==> src/hdl/trme_pkg.sv <==
// ----------------------------------------------------------------------------
// Toy register machine execute package
// Field widths, operation and status codes, and the shared unit's control.
// ----------------------------------------------------------------------------
package trme_pkg;

    localparam int NUM_REGS_DEF   = 4;
    localparam int DATA_WIDTH_DEF = 32;

    localparam int TYPE_W = 3;
    localparam int RIDX_W = 2;
    localparam int IMM_W  = 32;
    localparam int ST_W   = 3;
    localparam int LC_W   = 16;
    localparam int PC_W   = 16;
    localparam int OUT_W  = 32;
    localparam int MAG_W  = 32;
    localparam int ACC_W  = 34;

    localparam logic [RIDX_W-1:0] CHK_REG = 2'd2;

    typedef enum logic [TYPE_W-1:0] {
        OP_MOV = 3'd0,
        OP_ADD = 3'd1,
        OP_SUB = 3'd2,
        OP_MUL = 3'd3,
        OP_DIV = 3'd4,
        OP_INC = 3'd5,
        OP_DEC = 3'd6,
        OP_JNZ = 3'd7
    } t_op;

    typedef enum logic [ST_W-1:0] {
        ST_OK       = 3'd0,
        ST_OVF      = 3'd1,
        ST_DIV0     = 3'd2,
        ST_NEG      = 3'd3,
        ST_RANGE    = 3'd4,
        ST_NOTTAKEN = 3'd5
    } t_status;

    typedef struct packed {
        logic load;
        logic step;
        t_op  op;
    } t_alu_ctl;

endpackage

==> src/hdl/toy_register_machine_execute_core.sv <==
// ----------------------------------------------------------------------------
// Toy register machine execute core
// JNZ and DIV by zero end in READ; MOV/ADD/SUB/INC/DEC pass READ and FIN;
// MUL and DIV pass READ, STEP and FIN. A new item is accepted only in IDLE.
// MUL and DIV run 32 steps of the shared adder, one magnitude bit per cycle.
// busy drops in the o_done cycle.
// Synchronous active-low reset clears all valid bits and line_count at once.
// ----------------------------------------------------------------------------
module toy_register_machine_execute_core #(
    parameter int NUM_REGS   = trme_pkg::NUM_REGS_DEF,
    parameter int DATA_WIDTH = trme_pkg::DATA_WIDTH_DEF
) (
    input  logic                               i_clk,
    input  logic                               i_rst_n,
    input  logic                               i_cfg_we,
    input  logic [trme_pkg::LC_W-1:0]          i_cfg_wdata,
    input  logic                               start,
    output logic                               busy,
    input  logic [trme_pkg::TYPE_W-1:0]        i_req_type,
    input  logic [trme_pkg::RIDX_W-1:0]        i_dest_reg,
    input  logic                               i_src_is_reg,
    input  logic [trme_pkg::RIDX_W-1:0]        i_src_reg,
    input  logic signed [trme_pkg::IMM_W-1:0]  i_immediate,
    output logic                               o_done,
    output logic [trme_pkg::ST_W-1:0]          o_status,
    output logic signed [trme_pkg::OUT_W-1:0]  o_dest_value,
    output logic                               o_pc_load,
    output logic [trme_pkg::PC_W-1:0]          o_new_pc
);

    localparam int AW = $clog2(NUM_REGS);
    localparam int CW = $clog2(trme_pkg::MAG_W);
    localparam logic [CW-1:0] CNT_LAST = CW'(trme_pkg::MAG_W - 1);

    typedef enum logic [1:0] {
        S_IDLE,
        S_READ,
        S_STEP,
        S_FIN
    } t_state;

    t_state                              r_state;
    logic [CW-1:0]                       r_cnt;
    trme_pkg::t_op                       r_op;
    logic [AW-1:0]                       r_dst_addr;
    logic                                r_dst_hit;
    logic                                r_use_reg;
    logic signed [trme_pkg::IMM_W-1:0]   r_imm;
    logic                                r_cur_ok;
    logic                                r_src_ok;
    logic [trme_pkg::LC_W-1:0]           r_line_count;
    logic [NUM_REGS-1:0]                 r_vld;
    logic signed [DATA_WIDTH-1:0]        r_mem [NUM_REGS];
    logic signed [DATA_WIDTH-1:0]        r_rd_cur;
    logic signed [DATA_WIDTH-1:0]        r_rd_src;
    logic                                r_done;
    trme_pkg::t_status                   r_status;
    logic signed [trme_pkg::OUT_W-1:0]   r_dest_value;
    logic                                r_pc_load;
    logic [trme_pkg::PC_W-1:0]           r_new_pc;

    logic                                w_acc;
    trme_pkg::t_op                       w_req_op;
    logic [trme_pkg::RIDX_W-1:0]         w_b_idx;
    logic [AW-1:0]                       w_a_addr;
    logic [AW-1:0]                       w_b_addr;
    logic                                w_a_hit;
    logic                                w_b_hit;
    logic signed [DATA_WIDTH-1:0]        w_cur;
    logic signed [DATA_WIDTH-1:0]        w_srcv;
    logic signed [trme_pkg::ACC_W-1:0]   w_src;
    logic                                w_src_zero;
    logic                                w_jmp_in;
    logic                                w_jmp_load;
    trme_pkg::t_status                   w_jmp_status;
    trme_pkg::t_alu_ctl                  w_ctl;
    logic signed [DATA_WIDTH-1:0]        w_alu_value;
    logic                                w_alu_ovf;
    logic                                w_we;

    assign busy         = (r_state != S_IDLE);
    assign w_acc        = start && !busy;
    assign o_done       = r_done;
    assign o_status     = r_status;
    assign o_dest_value = r_dest_value;
    assign o_pc_load    = r_pc_load;
    assign o_new_pc     = r_new_pc;

    assign w_req_op = trme_pkg::t_op'(i_req_type);
    assign w_b_idx  = (w_req_op == trme_pkg::OP_JNZ) ? trme_pkg::CHK_REG : i_src_reg;
    assign w_a_addr = AW'(i_dest_reg);
    assign w_b_addr = AW'(w_b_idx);
    assign w_a_hit  = (32'(i_dest_reg) < NUM_REGS);
    assign w_b_hit  = (32'(w_b_idx) < NUM_REGS);

    assign w_cur      = r_cur_ok ? r_rd_cur : '0;
    assign w_srcv     = r_src_ok ? r_rd_src : '0;
    assign w_src      = r_use_reg ? trme_pkg::ACC_W'(w_srcv) : trme_pkg::ACC_W'(r_imm);
    assign w_src_zero = (w_src == '0);

    assign w_jmp_in   = (r_imm[trme_pkg::IMM_W-1:trme_pkg::LC_W] == '0) &&
                        (r_imm[trme_pkg::LC_W-1:0] < r_line_count);
    assign w_jmp_load = !r_imm[trme_pkg::IMM_W-1] && (w_srcv != '0) && w_jmp_in;

    always_comb begin
        if (r_imm[trme_pkg::IMM_W-1]) begin
            w_jmp_status = trme_pkg::ST_NEG;
        end else if (w_srcv == '0) begin
            w_jmp_status = trme_pkg::ST_NOTTAKEN;
        end else if (w_jmp_in) begin
            w_jmp_status = trme_pkg::ST_OK;
        end else begin
            w_jmp_status = trme_pkg::ST_RANGE;
        end
    end

    assign w_ctl.load = (r_state == S_READ);
    assign w_ctl.step = (r_state == S_STEP);
    assign w_ctl.op   = r_op;

    trme_alu #(
        .DW(DATA_WIDTH)
    ) u_alu (
        .i_clk   (i_clk),
        .i_ctl   (w_ctl),
        .i_cur   (w_cur),
        .i_src   (w_src),
        .o_value (w_alu_value),
        .o_ovf   (w_alu_ovf)
    );

    assign w_we = (r_state == S_FIN) && !w_alu_ovf && r_dst_hit;

    always_ff @(posedge i_clk) begin
        if (w_acc) begin
            r_rd_cur <= r_mem[w_a_addr];
            r_rd_src <= r_mem[w_b_addr];
        end
        if (w_we) begin
            r_mem[r_dst_addr] <= w_alu_value;
        end
    end

    always_ff @(posedge i_clk) begin
        if (!i_rst_n) begin
            r_state      <= S_IDLE;
            r_cnt        <= '0;
            r_done       <= 1'b0;
            r_vld        <= '0;
            r_line_count <= '0;
        end else begin
            r_done <= 1'b0;
            if (i_cfg_we) begin
                r_line_count <= i_cfg_wdata;
            end
            case (r_state)
                S_IDLE: begin
                    if (w_acc) begin
                        r_op       <= w_req_op;
                        r_dst_addr <= w_a_addr;
                        r_dst_hit  <= w_a_hit;
                        r_use_reg  <= i_src_is_reg;
                        r_imm      <= i_immediate;
                        r_cur_ok   <= w_a_hit && r_vld[w_a_addr];
                        r_src_ok   <= w_b_hit && r_vld[w_b_addr];
                        r_state    <= S_READ;
                    end
                end
                S_READ: begin
                    r_cnt <= '0;
                    if (r_op == trme_pkg::OP_JNZ) begin
                        r_done       <= 1'b1;
                        r_status     <= w_jmp_status;
                        r_dest_value <= trme_pkg::OUT_W'(w_cur);
                        r_pc_load    <= w_jmp_load;
                        r_new_pc     <= w_jmp_load ? r_imm[trme_pkg::PC_W-1:0] : '0;
                        r_state      <= S_IDLE;
                    end else if ((r_op == trme_pkg::OP_DIV) && w_src_zero) begin
                        r_done       <= 1'b1;
                        r_status     <= trme_pkg::ST_DIV0;
                        r_dest_value <= trme_pkg::OUT_W'(w_cur);
                        r_pc_load    <= 1'b0;
                        r_new_pc     <= '0;
                        r_state      <= S_IDLE;
                    end else if ((r_op == trme_pkg::OP_MUL) || (r_op == trme_pkg::OP_DIV)) begin
                        r_state <= S_STEP;
                    end else begin
                        r_state <= S_FIN;
                    end
                end
                S_STEP: begin
                    r_cnt <= r_cnt + 1'b1;
                    if (r_cnt == CNT_LAST) begin
                        r_state <= S_FIN;
                    end
                end
                S_FIN: begin
                    r_done       <= 1'b1;
                    r_status     <= w_alu_ovf ? trme_pkg::ST_OVF : trme_pkg::ST_OK;
                    r_dest_value <= w_we ? trme_pkg::OUT_W'(w_alu_value)
                                         : trme_pkg::OUT_W'(w_cur);
                    r_pc_load    <= 1'b0;
                    r_new_pc     <= '0;
                    if (w_we) begin
                        r_vld[r_dst_addr] <= 1'b1;
                    end
                    r_state <= S_IDLE;
                end
                default: begin
                    r_state <= S_IDLE;
                end
            endcase
        end
    end

endmodule

==> src/hdl/trme_alu.sv <==
// ----------------------------------------------------------------------------
// Toy register machine shared arithmetic unit
// One 34-bit adder/subtractor with working registers: single-pass add, sub,
// move and step, plus shift-add multiply and restoring divide on magnitudes.
// ----------------------------------------------------------------------------
module trme_alu #(
    parameter int DW = trme_pkg::DATA_WIDTH_DEF
) (
    input  logic                               i_clk,
    input  trme_pkg::t_alu_ctl                 i_ctl,
    input  logic signed [DW-1:0]               i_cur,
    input  logic signed [trme_pkg::ACC_W-1:0]  i_src,
    output logic signed [DW-1:0]               o_value,
    output logic                               o_ovf
);

    localparam int AW  = trme_pkg::ACC_W;
    localparam int MW  = trme_pkg::MAG_W;
    localparam int PHW = 2 * MW - DW + 1;

    logic [AW-1:0]   r_a;
    logic [AW-1:0]   r_b;
    logic [MW-1:0]   r_lo;
    logic            r_neg;

    logic [AW-1:0]   w_cur_ext;
    logic [AW-1:0]   w_cur_abs;
    logic [AW-1:0]   w_src_abs;
    logic [AW-1:0]   w_x;
    logic [AW-1:0]   w_y;
    logic            w_sub;
    logic [AW-1:0]   w_sum;
    logic [MW:0]     w_shift;
    logic [2*MW-1:0] w_p;
    logic [PHW-1:0]  w_phi;
    logic [AW-DW:0]  w_rng;
    logic            w_muldiv;

    assign w_cur_ext = AW'(i_cur);
    assign w_cur_abs = w_cur_ext[AW-1] ? (~w_cur_ext + 1'b1) : w_cur_ext;
    assign w_src_abs = i_src[AW-1] ? (~i_src + 1'b1) : i_src;
    assign w_shift   = {r_a[MW-1:0], r_lo[MW-1]};
    assign w_muldiv  = (i_ctl.op == trme_pkg::OP_MUL) || (i_ctl.op == trme_pkg::OP_DIV);

    always_comb begin
        w_x   = r_a;
        w_y   = r_b;
        w_sub = 1'b0;
        if (i_ctl.step) begin
            if (i_ctl.op == trme_pkg::OP_DIV) begin
                w_x   = {1'b0, w_shift};
                w_y   = r_b;
                w_sub = 1'b1;
            end else begin
                w_x   = {2'b00, r_a[MW-1:0]};
                w_y   = r_lo[0] ? r_b : '0;
                w_sub = 1'b0;
            end
        end else begin
            case (i_ctl.op)
                trme_pkg::OP_MUL, trme_pkg::OP_DIV: begin
                    w_x   = '0;
                    w_y   = {2'b00, r_lo};
                    w_sub = r_neg;
                end
                trme_pkg::OP_SUB, trme_pkg::OP_DEC: begin
                    w_sub = 1'b1;
                end
                default: begin
                    w_sub = 1'b0;
                end
            endcase
        end
    end

    assign w_sum = w_x + (w_sub ? ~w_y : w_y) + AW'(w_sub);

    assign w_p     = (i_ctl.op == trme_pkg::OP_MUL) ? {r_a[MW-1:0], r_lo} : {{MW{1'b0}}, r_lo};
    assign w_phi   = w_p[2*MW-1:DW-1];
    assign w_rng   = w_sum[AW-1:DW-1];
    assign o_value = w_sum[DW-1:0];

    always_comb begin
        if (w_muldiv) begin
            o_ovf = !((w_phi == '0) ||
                      (r_neg && (w_phi == PHW'(1)) && (w_p[DW-2:0] == '0)));
        end else begin
            o_ovf = !((&w_rng) || !(|w_rng));
        end
    end

    always_ff @(posedge i_clk) begin
        if (i_ctl.load) begin
            r_neg <= w_cur_ext[AW-1] ^ i_src[AW-1];
            case (i_ctl.op)
                trme_pkg::OP_MUL: begin
                    r_a  <= '0;
                    r_lo <= w_src_abs[MW-1:0];
                    r_b  <= {2'b00, w_cur_abs[MW-1:0]};
                end
                trme_pkg::OP_DIV: begin
                    r_a  <= '0;
                    r_lo <= w_cur_abs[MW-1:0];
                    r_b  <= {2'b00, w_src_abs[MW-1:0]};
                end
                trme_pkg::OP_MOV: begin
                    r_a <= '0;
                    r_b <= i_src;
                end
                trme_pkg::OP_INC, trme_pkg::OP_DEC: begin
                    r_a <= w_cur_ext;
                    r_b <= AW'(1);
                end
                default: begin
                    r_a <= w_cur_ext;
                    r_b <= i_src;
                end
            endcase
        end else if (i_ctl.step) begin
            if (i_ctl.op == trme_pkg::OP_DIV) begin
                r_a  <= w_sum[AW-1] ? {2'b00, w_shift[MW-1:0]} : {2'b00, w_sum[MW-1:0]};
                r_lo <= {r_lo[MW-2:0], !w_sum[AW-1]};
            end else begin
                r_a  <= {2'b00, w_sum[MW:1]};
                r_lo <= {w_sum[0], r_lo[MW-1:1]};
            end
        end
    end

endmodule

==> config.mk <==
export PLATFORM = sky130hd
export DESIGN_NAME = toy_register_machine_execute_core
export DESIGN_NICKNAME = d
export VERILOG_FILES = /design/src/hdl/trme_pkg.sv /design/src/hdl/toy_register_machine_execute_core.sv /design/src/hdl/trme_alu.sv
export SDC_FILE = /design/constraint.sdc
export NUM_CORES = 1
export LEC_CHECK = 0
export ABC_AREA = 1
export BUFFER_PORTS_ARGS = -buffer_cell sky130_fd_sc_hd__buf_4
export CELL_PAD_IN_SITES_DETAIL_PLACEMENT = 1
export CELL_PAD_IN_SITES_GLOBAL_PLACEMENT = 1
export CORE_ASPECT_RATIO = 1.25
export CORE_MARGIN = 3
export CORE_UTILIZATION = 35
export CTS_CLUSTER_SIZE = 30
export DETAILED_ROUTE_END_ITERATION = 10
export PLACE_DENSITY_LB_ADDON = 0.1
export SYNTH_ARGS = -nofsm -noshare
export SYNTH_HDL_FRONTEND = slang
export SYNTH_SLANG_ARGS = --single-unit
==> constraint.sdc <==
create_clock -name i_clk -period 5.88 [get_ports i_clk]
set_clock_uncertainty 0.1 [all_clocks]
set_input_delay 1.47 -clock i_clk [delete_from_list [all_inputs] [get_ports i_clk]]
set_output_delay 1.47 -clock i_clk [all_outputs]
set_load 0.01 [all_outputs]
Word level (Yosys, flattened, before mapping)

Memory sizes are Yosys's and may differ from the RTL's. A register that Yosys moved wholly into a read port is not among the register bits.
Index checks and enable logic that the tools add are counted.

Memories kept: 1
Bits in registers: 221
Output and inout bits: 54
Bits of input ports: 60
RAM bits: 128

Memories:

| memory | words | bits a word | read ports | clocked after Yosys merged registers in | write ports | line                                    | RTL |
|---|---|---|---|---|---|---|---|
| r_mem  | 4     | 32          | 2          | 2                                       | 1           | toy_register_machine_execute_core.sv:53 | `logic signed [DATA_WIDTH-1:0] r_mem [NUM_REGS];` |

Eq/ne operators: 16
Add/sub/neg operators: 5
Mux-type cells: 65
$lt $le $gt $ge: 5
Reductions and logical operators: 41
Bitwise logic cells: 5

Operator list:

| kind                                           | number |
|---|---|
| two-way mux 34 bit                             | 12 |
| two-way mux 32 bit                             | 11 |
| case mux 32 bit (2 select lines)               | 2 |
| case mux 34 bit (3 select lines)               | 1 |
| adder 32 x 1 -> 32 bit, second input constant  | 2 |
| two-way mux 64 bit                             | 1 |
| inverter 32 bit                                | 2 |
| two-way mux 16 bit                             | 3 |
| adder 34 x 1 -> 34 bit                         | 1 |
| adder 34 bit                                   | 1 |
| zero test 34 bit                               | 1 |
| inverter 34 bit                                | 1 |
| == test 33 x 1 -> 1 bit, second input constant | 1 |
| zero test 33 bit                               | 1 |
| two-way mux 33 bit                             | 1 |
| zero test 32 bit                               | 1 |
| case mux 16 bit (2 select lines)               | 1 |
| nonzero test 32 bit                            | 1 |
| zero test 31 bit                               | 1 |
| zero test 16 bit                               | 1 |
| < comparator 16 bit                            | 1 |
| == test 3 bit, second input constant           | 5 |
| two-way mux 3 bit                              | 5 |
| two-way mux 1 bit                              | 14 |
| 28 further kinds                               | 66 |

Logic depth before layout (Yosys ltp)

Depth after elaboration: 17
Gate-level depth with buffers: 30
Depth with buffers taken out: 26

Hierarchy

Synthesis repeated with hierarchy kept, for this count alone.

Cells, all modules: 2777
Area total of the unflattened synthesis: 24096.9 sq um

By module, submodules not included:

| module                            | area each (sq um) | cells an instance | sequential area each (sq um) | times used |
|---|---|---|---|---|
| toy_register_machine_execute_core | 13481.7           | 1234              | 9088.7                       | 1 |
| trme_alu                          | 10615.2           | 1543              | 3002.9                       | 1 |

Least setup slack after synthesis

OpenSTA, ideal clock, no wires.

Path kind: register to register
Start: reg r_src_ok
End: reg r_dest_value, in the netlist o_dest_value[0], enable pin
Setup time: 0.462 ns
Cell stages (with the launch flop): 14
Arrival time: 4.504 ns
Path slack: 0.814 ns
Period minus slack after synthesis: 5.066 ns
Path buffers: 1
Cells stage by stage: edfxtp_1 -> buf_2 -> nand2_1 -> nand2_1 -> o21ai_0 -> ha_1 -> nand3_1 -> nor3_1 -> nand4_1 -> nor2_1 -> nand4_1 -> nor3_1 -> a21oi_1 -> nor2_1

Cells in the longest elaborated chain, start to end: 6

RTL lines:

| element                              | line                                     | RTL |
|---|---|---|
| start: declaration                   | toy_register_machine_execute_core.sv:50  | `logic r_src_ok;` |
| start signal: assignment             | toy_register_machine_execute_core.sv:165 | `r_src_ok <= w_b_hit && r_vld[w_b_addr];` |
| two-way mux 32 bit                   | toy_register_machine_execute_core.sv:97  | `assign w_srcv = r_src_ok ? r_rd_src : '0;` |
| two-way mux 34 bit                   | toy_register_machine_execute_core.sv:98  | `assign w_src = r_use_reg ? trme_pkg::ACC_W'(w_srcv) : trme_pkg::ACC_W'(r_imm);` |
| zero test 34 bit                     | toy_register_machine_execute_core.sv:99  | `assign w_src_zero = (w_src == '0);` |
| logical AND 1 bit                    | toy_register_machine_execute_core.sv:178 | `end else if ((r_op == trme_pkg::OP_DIV) && w_src_zero) begin` |
| != test 3 bit (no source line)       | n/a                                      |  |
| AND reduction 3 bit (no source line) | n/a                                      |  |
| end signal: assignment               | toy_register_machine_execute_core.sv:174 | `r_dest_value <= trme_pkg::OUT_W'(w_cur);` |
| end signal: assignment               | toy_register_machine_execute_core.sv:181 | `r_dest_value <= trme_pkg::OUT_W'(w_cur);` |
| end signal: assignment               | toy_register_machine_execute_core.sv:200 | `r_dest_value <= w_we ? trme_pkg::OUT_W'(w_alu_value)` |
| end: declaration                     | toy_register_machine_execute_core.sv:58  | `logic signed [trme_pkg::OUT_W-1:0] r_dest_value;` |

Every way passes these cells.
A chain may end at the register's enable or synchronous reset.

Worst setup path in the final report

Start: reg r_op[2]
End: reg r_dest_value, in the netlist o_dest_value[20], data pin

Cells in the longest elaborated chain, start to end: 17
Elaborated cells between the ends (all ways): 39
Classes of those cells: 2 x add/sub; 6 x eq/ne; 15 x mux; 1 x bitwise; 15 x reduce/logical

RTL lines:

| element                                                        | line                                     | RTL |
|---|---|---|
| start: declaration                                             | toy_register_machine_execute_core.sv:44  | `trme_pkg::t_op r_op;` |
| start signal: assignment                                       | toy_register_machine_execute_core.sv:159 | `r_op <= w_req_op;` |
| == test 3 bit / == test 3 x 2 -> 1 bit (equally long branches) | n/a                                      |  |
| OR reduction 2 bit                                             | trme_alu.sv:60                           | `case (i_ctl.op)` |
| two-way mux 34 bit                                             | trme_alu.sv:60                           |  |
| two-way mux 34 bit                                             | trme_alu.sv:49                           | `if (i_ctl.step) begin` |
| inverter 34 bit                                                | trme_alu.sv:76                           | `assign w_sum = w_x + (w_sub ? ~w_y : w_y) + AW'(w_sub);` |
| two-way mux 34 bit                                             | trme_alu.sv:76                           |  |
| adder 34 bit                                                   | trme_alu.sv:76                           |  |
| adder 34 x 1 -> 34 bit                                         | trme_alu.sv:76                           |  |
| OR reduction 3 bit                                             | trme_alu.sv:88                           | `o_ovf = !((&w_rng) \|\| !(\|w_rng));` |
| zero test 1 bit                                                | trme_alu.sv:88                           |  |
| logical OR 1 bit                                               | trme_alu.sv:88                           |  |
| zero test 1 bit                                                | trme_alu.sv:88                           |  |
| two-way mux 1 bit                                              | trme_alu.sv:84                           | `if (w_muldiv) begin` |
| zero test 1 bit                                                | toy_register_machine_execute_core.sv:132 | `assign w_we = (r_state == S_FIN) && !w_alu_ovf && r_dst_hit;` |
| logical AND 1 bit                                              | toy_register_machine_execute_core.sv:132 |  |
| two-way mux 32 bit                                             | toy_register_machine_execute_core.sv:200 |  |
| case mux 32 bit (2 select lines) (*)                           | toy_register_machine_execute_core.sv:156 | `case (r_state)` |

Every way passes the cells marked *; elsewhere a longest branch is shown, timed or not.

==> out/metrics.csv <==
metric,value,unit
rsz0062_at_grt,false,
worstRegToRegCells,21,
start_util,35.64,%
p_int,9248,µW
vdd_drop_max,0.3303,mV
die_y,293.8,µm
antenna_found_initial,1,
finalHoldViolCount,0,
max-cap-violations,0,
worst_hold_startpoint,r_line_count[8]$_SDFFE_PN0P_,
worst_slew_pin_slew,1252,ps
fin_crit,5321,ps
ioPinCount,114,
status,completed,
critPathBufInv,5,
end_kind,flip-flop,
cp.arrival,5540,ps
switchingPower,8718,µW
cts_root_buf,clkbuf_16,
final_common_cell,nand2_1,
wire_per_inst,26.90,µm
place_area,25220,µm²
ctsHoldBuffers,0,
fin_area,26780,µm²
drive_gt1_share,10.26,%
drtIter0Drc,1600,
powerDensity,670.7,nW/µm²
seq_area_frac_synth,52.01,%
syn_inst,2625,
path_common_cell,nand2_1,
combinationalPowerShare,54.8,%
critPathKind,flip-flop to flip-flop,
slew_headroom,16.46,%
gr-usage-all-layers,26.96,%
drv_slew,0,
synth_edf_count,383,
cp_max_fo,45,
cts_tree,done,
ys.flop_type,edfxtp_1,
holdPathEnd,r_line_count[8]$_SDFFE_PN0P_,
vias_per_cell,5.677,
dp.final_hpwl,72.71,mm
drc,0,
sw_frac_of_total,48.52,%
worstReg2RegEnd,o_dest_value[20]$_DFFE_PP_,
clockBufferDepth,3,
grt_start_max_net_pins,115,
fmax,187.9,MHz
insertion_delay,620,ps
grt_pass1_wl,138.8,mm
synth_cell_types,54,
mostFrequentLayoutCells,"nand2_1, edfxtp_1, nor2_1",
slowest_stage,edfxtp_1,
synth_area_per_cell,8.835,µm²
largest_register,r_mem,
drt_pass1_iterations,5,
die-area,69400,µm²
largest_reg_flops,128,
rows,104,
die_w,236.2,µm
holdPathStages,2,
antenna_left,0,
hp-class,flip-flop to flip-flop,
place.gp.congestion,0.8958,
vias,20480,
clkPwrFrac,16.2,%
fin_nets,2838,
core,65060,µm²
leakagePower,0.01053,µW
critPathLaunchType,flip-flop,
regToRegSetupSlack,560,ps
wl,97.04,mm
syn_to_final_growth,15.49,%
required,6100,ps
grt-ovfl-total,0,
grt_pass1_vias,20700,
pwr-share-seq,28.9,%
async_reset_ff_share,0,%
tns,0,ps
syn-num-nets,2742,
fin_crit_sh,90.49,%
cp_top_family,simple AND/OR/NAND/NOR gates,
synth_warnings,0,
numCtsBuffers,48,
r2r-start,r_op[2]$_DFFE_PP_,
io_buffers,113,
synth_area,23190,µm²
clkSinkCount,411,
path_clk_slew,60,ps
path_cells,inv_2 -> nor2_4 -> buf_4 -> buf_4 -> a221oi_1 -> ha_1 -> nand2_1 -> nor4_1 -> nand2_1 -> nand2_1 -> nand3_1 -> nand2_1 -> xor2_1 -> inv_1 -> nand2_1 -> nand3_1 -> nand2_2 -> nand2_2 -> buf_12 -> nand2_1 -> o21ai_1,
cpPeakStageDelay,560,ps
top_regs,"r_mem: 128 flops, u_alu.r_a: 33 flops, u_alu.r_b: 33 flops",
htree_levels,2,
setup_viol,0,
ys_ff_latch,411,
[power by group through the flow]
| stage | combinational, µW | clock (µW) | sequential, µW |
|---|---|---|---|
| finish | 9850 | 2920 | 5200 |
| global route | 10700 | 3070 | 5230 |
| CTS | 9900 | 2970 | 5190 |
| detailed placement | 9860 | 0 | 5240 |
| global placement | 9720 | 0 | 5250 |
| floorplan | 5280 | 0 | 5090 |
[final cells by class]
| type | count | area [µm²] |
|---|---|---|
| Clock inverter | 28 | 237.7 |
| Clock buffer | 60 | 1266 |
| Inverter | 247 | 929.6 |
| Sequential cell | 411 | 12060 |
| Antenna cell | 1 | 2.502 |
| Multi-Input combinational cell | 1827 | 9717 |
| Tap cell | 848 | 1061 |
| Fill cell | 7511 | 38280 |
| Timing Repair Buffer | 186 | 1509 |
[synthesized netlist by cell type, types with 4 or more instances]
| cell | number | share of area, % |
|---|---|---|
| a21o_1 | 6 | 0.19 |
| a21oi_1 | 128 | 2.8 |
| a221oi_1 | 31 | 1.2 |
| a31oi_1 | 12 | 0.32 |
| buf_1 | 12 | 0.19 |
| buf_2 | 10 | 0.22 |
| clkbuf_1 | 114 | 1.8 |
| dfxtp_1 | 28 | 2.4 |
| edfxtp_1 | 383 | 50 |
| ha_1 | 56 | 3.0 |
| inv_1 | 241 | 3.9 |
| inv_2 | 4 | 0.065 |
| nand2_1 | 476 | 7.7 |
| nand2_2 | 4 | 0.11 |
| nand3_1 | 90 | 1.9 |
| nand4_1 | 28 | 0.76 |
| nor2_1 | 326 | 5.3 |
| nor3_1 | 22 | 0.47 |
| nor4_1 | 20 | 0.54 |
| o211ai_1 | 42 | 1.4 |
| o21a_1 | 7 | 0.23 |
| o21ai_0 | 309 | 6.7 |
| o21ai_1 | 32 | 0.69 |
| o221ai_1 | 10 | 0.38 |
| o22ai_1 | 53 | 1.4 |
| o2bb2ai_1 | 7 | 0.26 |
| o32ai_1 | 32 | 1.2 |
| or2_2 | 5 | 0.13 |
| xnor2_1 | 45 | 1.7 |
| xor2_1 | 55 | 2.1 |
[worst max path at each step]
stage / cells past startpoint / endpoint / from / slack, ps
floorplan: 13 / o_dest_value[0]$_DFFE_PP_ / r_src_ok$_DFFE_PP_ / 810
global placement: 24 / o_dest_value[27]$_DFFE_PP_ / r_state[0]$_SDFFE_PN0P_ / 500
detailed placement: 25 / o_dest_value[20]$_DFFE_PP_ / r_state[0]$_SDFFE_PN0P_ / 390
CTS: 25 / o_dest_value[20]$_DFFE_PP_ / r_state[0]$_SDFFE_PN0P_ / 320
global route: 24 / o_dest_value[20]$_DFFE_PP_ / r_state[0]$_SDFFE_PN0P_ / 170
finish: 21 / o_dest_value[20]$_DFFE_PP_ / r_op[2]$_DFFE_PP_ / 560
[worst min-delay path, delay by kind of cell, from the launching register on]
| family | cells | cell delay, ps |
|---|---|---|
| compound gates | 1 | 60 |
| buf+inv | 1 | 60 |
| flops | 1 | 300 |
[cell families after synthesis]
logic type	after synthesis	synth area share [%]
and+or+nand+nor	980	17.23
AOI/OAI and AO/OA	686	17.28
DFF	411	52.01
buffers and inverters	387	6.404
xor gates and xnor gates	101	3.847
adders and majority gates	57	3.108
muxes	3	0.1295
[through the flow]
stage / utilization (%) / hold WS, ps / instances / setup slack, ps / total power, µW
6_report: 41.17 / 366.9 / 3608 / 559.4 / 17970
5_1_grt: 41.16 / 379.6 / 3607 / 169.5 / 18970
4_1_cts: 41.07 / 365.0 / 3602 / 323.3 / 18060
3_5_place_dp: 38.76 / 355.8 / 3514 / 394.8 / 15100
3_3_place_gp: 38.76 / 357.1 / 3514 / 500.8 / 14970
2_1_floorplan: - / 337.3 / 2625 / 814.1 / 10380
[per-layer routing]
| metal | wire (µm) | GRT usage (%) | vias to the layer above |
|---|---|---|---|
| met5 | 0 | 0 | - |
| met4 | 5706 | 14.17 | 0 |
| met3 | 5177 | 4.040 | 169 |
| met2 | 47440 | 46.39 | 638 |
| met1 | 38720 | 32.75 | 10280 |
| li1 | - | - | 9398 |
[repair_timing]
action,CTS,global route
hold endpoints to repair,0,0
setup endpoints to repair,0,47
gates resized for setup,0,4
setup buffers,0,5
(Power assumes the default switching activity.)
